`config.mk`:
```
export PLATFORM = sky130hd
export DESIGN_NAME = array_double_ended_queue
export DESIGN_NICKNAME = d
export VERILOG_FILES = /design/src/design/adq_pkg.sv /design/src/design/adq_ram.sv /design/src/design/adq_ctrl.sv /design/src/design/adq_dpath.sv /design/src/design/array_double_ended_queue.sv
export VERILOG_INCLUDE_DIRS = /design/src /design/src/design
export SDC_FILE = /design/constraint.sdc
export NUM_CORES = 1
export LEC_CHECK = 0
export BUFFER_PORTS_ARGS = -buffer_cell sky130_fd_sc_hd__buf_2
export CORE_ASPECT_RATIO = 0.9
export CORE_UTILIZATION = 34
export DETAILED_ROUTE_END_ITERATION = 10
export SLEW_MARGIN = 20
export SYNTH_ARGS = -nofsm -noshare
export SYNTH_HDL_FRONTEND = slang
export SYNTH_HIERARCHICAL = 1
export SYNTH_SLANG_ARGS = --single-unit
```
`constraint.sdc`:
```
create_clock -name clk_i -period 10.15 [get_ports clk_i]
set_clock_uncertainty 0.1 [all_clocks]
set_input_delay 2.03 -clock clk_i [delete_from_list [all_inputs] [get_ports clk_i]]
set_output_delay 2.03 -clock clk_i [all_outputs]
set_load 0.05 [all_outputs]
```
`src/design/array_double_ended_queue_defines.svh`:
```
// Assertion macros used by the deque datapath.
`ifndef ARRAY_DOUBLE_ENDED_QUEUE_DEFINES_SVH
`define ARRAY_DOUBLE_ENDED_QUEUE_DEFINES_SVH

// Same-cycle implication, sampled on clk_i, off during reset.
`define ADQ_ASSERT_NOW(lbl, ante, cons, msg) \
  lbl: assert property (@(posedge clk_i) disable iff (!rst_ni) (ante) |-> (cons)) \
    else $error(msg);

// Next-cycle implication, sampled on clk_i, off during reset.
`define ADQ_ASSERT_NEXT(lbl, ante, cons, msg) \
  lbl: assert property (@(posedge clk_i) disable iff (!rst_ni) (ante) |=> (cons)) \
    else $error(msg);

`endif

```
`src/design/adq_pkg.sv`:
```
`timescale 1ns / 1ps

package adq_pkg;

  localparam int unsigned DataW = 32;
  localparam int unsigned CapW  = 5;

  // request kinds
  localparam logic [1:0] KIND_PUSH_FRONT = 2'd0;
  localparam logic [1:0] KIND_PUSH_REAR  = 2'd1;
  localparam logic [1:0] KIND_POP_FRONT  = 2'd2;
  localparam logic [1:0] KIND_POP_REAR   = 2'd3;

  // result status
  localparam logic [1:0] ST_DONE    = 2'd0;
  localparam logic [1:0] ST_REFUSED = 2'd1;
  localparam logic [1:0] ST_EMPTY   = 2'd2;

  localparam logic [CapW-1:0] CAP_RESET = 5'd16;

  // register index of capacity_in_use (paddr[2])
  localparam logic REG_CAPACITY = 1'b0;

  typedef struct packed {
    logic [1:0]              kind;
    logic signed [DataW-1:0] push_value;
  } req_t;

  typedef struct packed {
    logic signed [DataW-1:0] popped_value;
    logic [1:0]              status;
    logic                    now_empty;
    logic                    now_full;
  } result_t;

  // controller -> datapath
  typedef struct packed {
    logic load;  // latch the request word
    logic exec;  // update pointers, touch at most one slot
    logic show;  // result cycle
  } cmd_t;

endpackage

```
`src/design/adq_ram.sv`:
```
`timescale 1ns / 1ps

module adq_ram #(
  parameter int unsigned WIDTH = 32,
  parameter int unsigned DEPTH = 16
) (
  input  logic                     clk_i,
  input  logic                     en_i,
  input  logic                     we_i,
  input  logic [$clog2(DEPTH)-1:0] addr_i,
  input  logic [WIDTH-1:0]         wdata_i,
  output logic [WIDTH-1:0]         rdata_o
);

  logic [WIDTH-1:0] mem_q [DEPTH];
  logic [WIDTH-1:0] rdata_q;

  always_ff @(posedge clk_i) begin
    if (en_i) begin
      if (we_i) begin
        mem_q[addr_i] <= wdata_i;
      end else begin
        rdata_q <= mem_q[addr_i];
      end
    end
  end

  assign rdata_o = rdata_q;

endmodule

```
`src/design/adq_ctrl.sv`:
```
`timescale 1ns / 1ps

module adq_ctrl (
  input  logic          clk_i,
  input  logic          rst_ni,
  input  logic          start_i,
  output logic          busy_o,
  output adq_pkg::cmd_t cmd_o
);

  localparam logic [1:0] S_IDLE = 2'd0;
  localparam logic [1:0] S_EXEC = 2'd1;
  localparam logic [1:0] S_RESP = 2'd2;

  logic [1:0] state_q, state_d;

  always_comb begin
    state_d = state_q;
    unique case (state_q)
      S_IDLE: begin
        if (start_i) state_d = S_EXEC;
      end
      S_EXEC: begin
        state_d = S_RESP;
      end
      S_RESP: begin
        state_d = S_IDLE;
      end
      default: begin
        state_d = S_IDLE;
      end
    endcase
  end

  always_ff @(posedge clk_i or negedge rst_ni) begin
    if (!rst_ni) begin
      state_q <= S_IDLE;
    end else begin
      state_q <= state_d;
    end
  end

  assign busy_o     = (state_q != S_IDLE);
  assign cmd_o.load = start_i && (state_q == S_IDLE);
  assign cmd_o.exec = (state_q == S_EXEC);
  assign cmd_o.show = (state_q == S_RESP);

endmodule

```
`src/design/adq_dpath.sv`:
```
`timescale 1ns / 1ps
`include "array_double_ended_queue_defines.svh"

module adq_dpath #(
  parameter int unsigned MAX_ENTRIES = 16
) (
  input  logic                         clk_i,
  input  logic                         rst_ni,
  input  adq_pkg::cmd_t                cmd_i,
  input  adq_pkg::req_t                req_i,
  input  logic [adq_pkg::CapW-1:0]     cap_i,
  output adq_pkg::result_t             result_o
);

  localparam int unsigned IW = $clog2(MAX_ENTRIES);
  localparam int unsigned CW = ((IW > adq_pkg::CapW) ? IW : adq_pkg::CapW) + 1;
  localparam logic [CW-1:0] MaxW = CW'(MAX_ENTRIES);

  adq_pkg::req_t req_q;

  logic [IW-1:0] front_q, front_d;
  logic [IW-1:0] rear_q, rear_d;
  logic          empty_q, empty_d;
  logic [1:0]    status_q, status_d;
  logic          full_q, full_d;
  logic          pop_ok_q, pop_ok_d;

  logic [CW-1:0] cap_w, last_w;
  logic          is_push, at_rear;
  logic          ram_en, ram_we;
  logic [IW-1:0] ram_addr;
  logic [adq_pkg::DataW-1:0] ram_rdata;

  // clamp capacity to 1..MAX_ENTRIES
  always_comb begin
    cap_w = {{(CW-adq_pkg::CapW){1'b0}}, cap_i};
    if (cap_i == '0) cap_w = CW'(1);
    if (cap_w > MaxW) cap_w = MaxW;
    last_w = cap_w - CW'(1);
  end

  assign is_push = !req_q.kind[1];
  assign at_rear = req_q.kind[0];

  always_comb begin
    front_d  = front_q;
    rear_d   = rear_q;
    empty_d  = empty_q;
    status_d = adq_pkg::ST_DONE;
    pop_ok_d = 1'b0;
    ram_en   = 1'b0;
    ram_we   = 1'b0;
    ram_addr = front_q;
    if (is_push) begin
      if (empty_q) begin
        front_d  = '0;
        rear_d   = '0;
        empty_d  = 1'b0;
        ram_en   = 1'b1;
        ram_we   = 1'b1;
        ram_addr = '0;
      end else if (!at_rear) begin
        if (front_q == '0) begin
          status_d = adq_pkg::ST_REFUSED;
        end else begin
          front_d  = front_q - IW'(1);
          ram_en   = 1'b1;
          ram_we   = 1'b1;
          ram_addr = front_q - IW'(1);
        end
      end else begin
        if ({{(CW-IW){1'b0}}, rear_q} >= last_w) begin
          status_d = adq_pkg::ST_REFUSED;
        end else begin
          rear_d   = rear_q + IW'(1);
          ram_en   = 1'b1;
          ram_we   = 1'b1;
          ram_addr = rear_q + IW'(1);
        end
      end
    end else begin
      if (empty_q) begin
        status_d = adq_pkg::ST_EMPTY;
      end else begin
        pop_ok_d = 1'b1;
        ram_en   = 1'b1;
        ram_addr = at_rear ? rear_q : front_q;
        if (front_q == rear_q) begin
          front_d = '0;
          rear_d  = '0;
          empty_d = 1'b1;
        end else if (at_rear) begin
          rear_d = rear_q - IW'(1);
        end else begin
          front_d = front_q + IW'(1);
        end
      end
    end
    full_d = !empty_d && (front_d == '0) && ({{(CW-IW){1'b0}}, rear_d} >= last_w);
  end

  always_ff @(posedge clk_i) begin
    if (cmd_i.load) req_q <= req_i;
  end

  always_ff @(posedge clk_i or negedge rst_ni) begin
    if (!rst_ni) begin
      front_q  <= '0;
      rear_q   <= '0;
      empty_q  <= 1'b1;
      status_q <= adq_pkg::ST_DONE;
      full_q   <= 1'b0;
      pop_ok_q <= 1'b0;
    end else if (cmd_i.exec) begin
      front_q  <= front_d;
      rear_q   <= rear_d;
      empty_q  <= empty_d;
      status_q <= status_d;
      full_q   <= full_d;
      pop_ok_q <= pop_ok_d;
    end
  end

  adq_ram #(
    .WIDTH(adq_pkg::DataW),
    .DEPTH(MAX_ENTRIES)
  ) u_ram (
    .clk_i  (clk_i),
    .en_i   (ram_en && cmd_i.exec),
    .we_i   (ram_we),
    .addr_i (ram_addr),
    .wdata_i(req_q.push_value),
    .rdata_o(ram_rdata)
  );

  // popped word comes straight from the RAM's read register
  assign result_o.popped_value = pop_ok_q ? ram_rdata : '1;
  assign result_o.status       = status_q;
  assign result_o.now_empty    = empty_q;
  assign result_o.now_full     = full_q;

  `ADQ_ASSERT_NOW(a_empty_ptrs, empty_q, (front_q == '0) && (rear_q == '0),
                  "empty deque with nonzero pointers")
  `ADQ_ASSERT_NOW(a_run_order, !empty_q, front_q <= rear_q,
                  "front index past rear index")
  `ADQ_ASSERT_NOW(a_empty_status, cmd_i.show && (status_q == adq_pkg::ST_EMPTY),
                  empty_q && !pop_ok_q, "empty pop reported on nonempty deque")
  `ADQ_ASSERT_NEXT(a_full_not_empty, cmd_i.exec && full_d, !empty_q,
                   "full flag raised on empty deque")

endmodule

```
`src/design/array_double_ended_queue.sv`:
```
`timescale 1ns / 1ps
// Channel   Handshake                          Word
// request   start, taken when busy low         req_i (kind, push_value)
// result    done_o, one-cycle strobe           result_o (popped_value, status, flags)
// config    APB write, psel&penable&pwrite     pwdata[4:0] -> capacity_in_use
//
// A request is latched, then the pointers update with at most one slot RAM access,
// then the result is shown; only after that can the next start be taken.
// The single-port slot RAM with its registered read sets the middle step.
// Reset empties the deque and sets capacity to 16; slot contents are not cleared.
// The result cannot be stalled; done_o is high for exactly one cycle.

module array_double_ended_queue #(
  parameter int unsigned MAX_ENTRIES = 16
) (
  input  logic                   clk_i,
  input  logic                   rst_ni,
  input  logic                   start,
  output logic                   busy,
  input  adq_pkg::req_t          req_i,
  output logic                   done_o,
  output adq_pkg::result_t       result_o,
  input  logic                   psel,
  input  logic                   penable,
  input  logic                   pwrite,
  input  logic [2:0]             paddr,
  input  logic [31:0]            pwdata,
  output logic [31:0]            prdata,
  output logic                   pready
);

  adq_pkg::cmd_t cmd;
  logic [adq_pkg::CapW-1:0] cap_q;

  assign pready = 1'b1;

  always_ff @(posedge clk_i or negedge rst_ni) begin
    if (!rst_ni) begin
      cap_q <= adq_pkg::CAP_RESET;
    end else if (psel && penable && pwrite && (paddr[2] == adq_pkg::REG_CAPACITY)) begin
      cap_q <= pwdata[adq_pkg::CapW-1:0];
    end
  end

  assign prdata = (paddr[2] == adq_pkg::REG_CAPACITY) ?
                  {{(32-adq_pkg::CapW){1'b0}}, cap_q} : '0;

  adq_ctrl u_ctrl (
    .clk_i  (clk_i),
    .rst_ni (rst_ni),
    .start_i(start),
    .busy_o (busy),
    .cmd_o  (cmd)
  );

  adq_dpath #(
    .MAX_ENTRIES(MAX_ENTRIES)
  ) u_dpath (
    .clk_i   (clk_i),
    .rst_ni  (rst_ni),
    .cmd_i   (cmd),
    .req_i   (req_i),
    .cap_i   (cap_q),
    .result_o(result_o)
  );

  assign done_o = cmd.show;

endmodule
```
==> run metrics <==
status=completed; setup tns final=0 ps; final worst slack=4640 ps; Net Sw Power=between 2000 and 2500 uW; Max-slew headroom=28.4%; maxcap violations=0; # rows=91; design area=around 27000 sq um; Comb pwr share=29.5%; dominant cells by area after synthesis=edfxtp_1, mux4_2, a22oi_1; Via density=4.96; GP Congestion=roughly 0.8; DR vias=~11000; core area=68800 sq um; Placed Area=around 25000 sq um; area delta synth->final=14.2%; TritonCTS Buffers=61; average wire per standard cell=21.8 um; synthesized cell area=23700 sq um; post-synth top area share=73.2%; WL final=about 50000 um; buffer count from post-CTS setup fixing=0; Post-DRT Antenna Nets=0; Distinct cells, synth=63; Final period util=54.3%; Setup crit end kind=flop; vias in the first global route=between 10000 and 15000; Port Buffers=88; DR DRC count=0; Ys Warns=6; pin count of the biggest net entering global routing=101; share of the yosys chip area belonging to registers=75.3%; worst-path cell chain=o21bai_1, ha_1, ha_1, a21o_1, a211o_1, a31oi_1, o221ai_1, a22o_4, buf_12, nand4b_1, nor2_4, buf_4; maximum vdd ir drop=184 uV; cell taking the most area after synthesis=edfxtp_1; ys async rst share=3.34%; CTS Root Cell=clkbuf_16; worst-margin pin slew=1070 ps; Place WS=roughly 4500 ps; sequential power share=between 40% and 50%; min-delay worst type=reg2reg; die width=between 200 and 300 um; Pint=between 5000 and 6000 uW; unrepaired setup endpoints after global routing=no; GR Util All Layers=between 10% and 20%; crit path from=cap_q[4]; P_leak=about 0.0087 uW; most frequent cells in the layout=edfxtp_1, mux4_2, buf_2; number of diodes=0; P per Cell Area=271 nW/um^2; Hold Violations, Final=0; CP Launch Type=flop; Starting Density=between 30% and 40%; fillcell total=6152; most common cell after layout, fill and taps aside=edfxtp_1; Peak Freq=181 MHz; CTS tree=done; sw frac=31.6%; slowest stage delay, CP=just under 600 ps; antenna violations before repair=0; Post-synth EDFFs=between 500 and 600; # nets final=approximately 1400; CTS hold repair buffers=0; synthesized flop and latch total=598; post-cts repair resize count=0; crit path kind=reg2reg; Worst-path clk slew=60 ps; Crit path required time=10310 ps; R2R Path Start=cap_q[4]; Pre-Repair DR Iteration Count=5; area taken by multi-input logic gates=5490 sq um; Worst Hold Launch=u_ctrl/state_q[1]; Tmin final=5510 ps; CTS H-Tree Depth=2; maximum fanout along the worst path=100; Final Setup Violations=0; Final Max Slew Viols=0; clock share of power=28.9%; clk_lat worst skew=slightly above 600 ps; gr ovfl total=0; CP max-delay cell=dfstp_2; Arrival @ worst endpoint=roughly 5700 ps; CTS sink cnt=598; fraction of layout cells with a size suffix above 1=28.0%; Gate Count Post-Synth=about 1200; dpl hpwl=25600 um; global-route wire length before repair=74000 um; ys flop type=edfxtp_1; Die Area=approximately 71000 sq um; DRT iter0 DRCs=879; Top cell by count, worst path=ha_1; register area=17900 sq um; I/O pin count=146; die height=~250 um; CTS max path bufs=3; syn_area_per_cell=20.0 sq um
[final cells by class]
type                       instances  area share, %
timing repair buffer             114           2.39
multi-input combinational        504           20.3
clock inverter                    29          0.984
tap                              930           4.30
clock buffer                      82           6.00
sequential                       598           65.9
inverter                           9          0.125
[synth_stat cells (4+ instances only)]
| library cell | count |
|---|---|
| buf_4 | 32 |
| mux2_2 | 9 |
| buf_6 | 11 |
| nand3_1 | 6 |
| and2b_2 | 5 |
| xor2_1 | 5 |
| nor2b_1 | 9 |
| nor3_1 | 12 |
| o21a_1 | 4 |
| mux4_2 | 128 |
| edfxtp_1 | 578 |
| o21ai_0 | 18 |
| mux2i_1 | 5 |
| a22o_1 | 4 |
| a22oi_1 | 64 |
| dfrtp_1 | 18 |
| ha_1 | 13 |
| a31oi_1 | 6 |
| nand2_1 | 50 |
| clkbuf_1 | 38 |
| xnor2_1 | 5 |
| nor2_1 | 28 |
| a21oi_1 | 13 |
| buf_2 | 16 |
| nand2b_1 | 39 |
| inv_1 | 8 |
[cells by family (layout without fill, tap and decap cells)]
logic type	Yosys count	count (layout)	share of synthesized area, %
AOI/OAI and AO/OA	140	140	4.23
DFF	598	598	75.3
buffers and inverters	109	234	2.66
muxes	142	142	12.8
other	2	28	0.0317
adders and majority gates	13	13	0.686
xor gates and xnor gates	10	10	0.369
and+or+nand+nor	171	171	3.91
[sequential cells by signal (all words and copies together) (netlist names)]
signal and cells:
cap_q 5, u_dpath/empty_q 1, u_ctrl/state_q 2, u_dpath/status_q 2, u_dpath/front_q 4, u_dpath/req_q 33, u_dpath/pop_ok_q 1, u_dpath/u_ram/mem_q 512
u_dpath/u_ram/rdata_o 32, u_dpath/rear_q 4, u_dpath/at_rear 1, u_dpath/full_q 1
[worst paths after layout]
kind | end | slack, ps | cells after the start
min in group asynchronous | cap_q[1] | 1270 | 1
worst max-delay path | u_dpath/u_ram/mem_q[6][26] | 4640 | 12
max in group asynchronous | u_dpath/pop_ok_q | 8310 | 1
worst max register to register | u_dpath/u_ram/mem_q[6][26] | 4640 | 12
worst min-delay path | u_ctrl/state_q[1] | 430 | 1
worst min register to register | u_ctrl/state_q[1] | 430 | 1
[power by group through the flow]
| stage | clock, uW | combinational [uW] | sequential, uW |
|---|---|---|---|
| final | 2130 | 2170 | 3060 |
| after global routing | 2270 | 2350 | 3080 |
| after CTS | 2190 | 2210 | 3060 |
| after detailed placement | 0 | 2210 | 3110 |
| after global placement | 0 | 2200 | 3100 |
| after floorplan | 0 | 1760 | 3020 |
[routing by layer]
metal  GRT usage [%]  share of wire [%]  vias to the layer above
met5               0                  0                        -
met4            3.68                1.5                        0
met3            2.15                4.6                       51
met2            22.8                 48                      306
met1            20.0                 46                     5882
li1                -                  -                     4990
[worst max-delay path, delay by kind of cell (launching register included)]
| kind | cells | cell delay, ps |
|---|---|---|
| compound gates | 6 | 1780 |
| fa+ha+maj | 2 | 580 |
| buf+inv | 2 | 870 |
| flops | 1 | 590 |
| simple gates | 2 | 1140 |
[metrics by stage]
stage	instances	hold WS [ps]	total power, uW	util, %
2_1_floorplan	1211	372	4780	-
3_3_place_gp	2155	409	5300	36.6
3_5_place_dp	2155	426	5320	36.6
4_1_cts	2266	438	7470	39.4
5_1_grt	2266	457	7700	39.4
6_report	2266	431	7350	39.4
No activity file was read; power rests on OpenSTA's default activity.
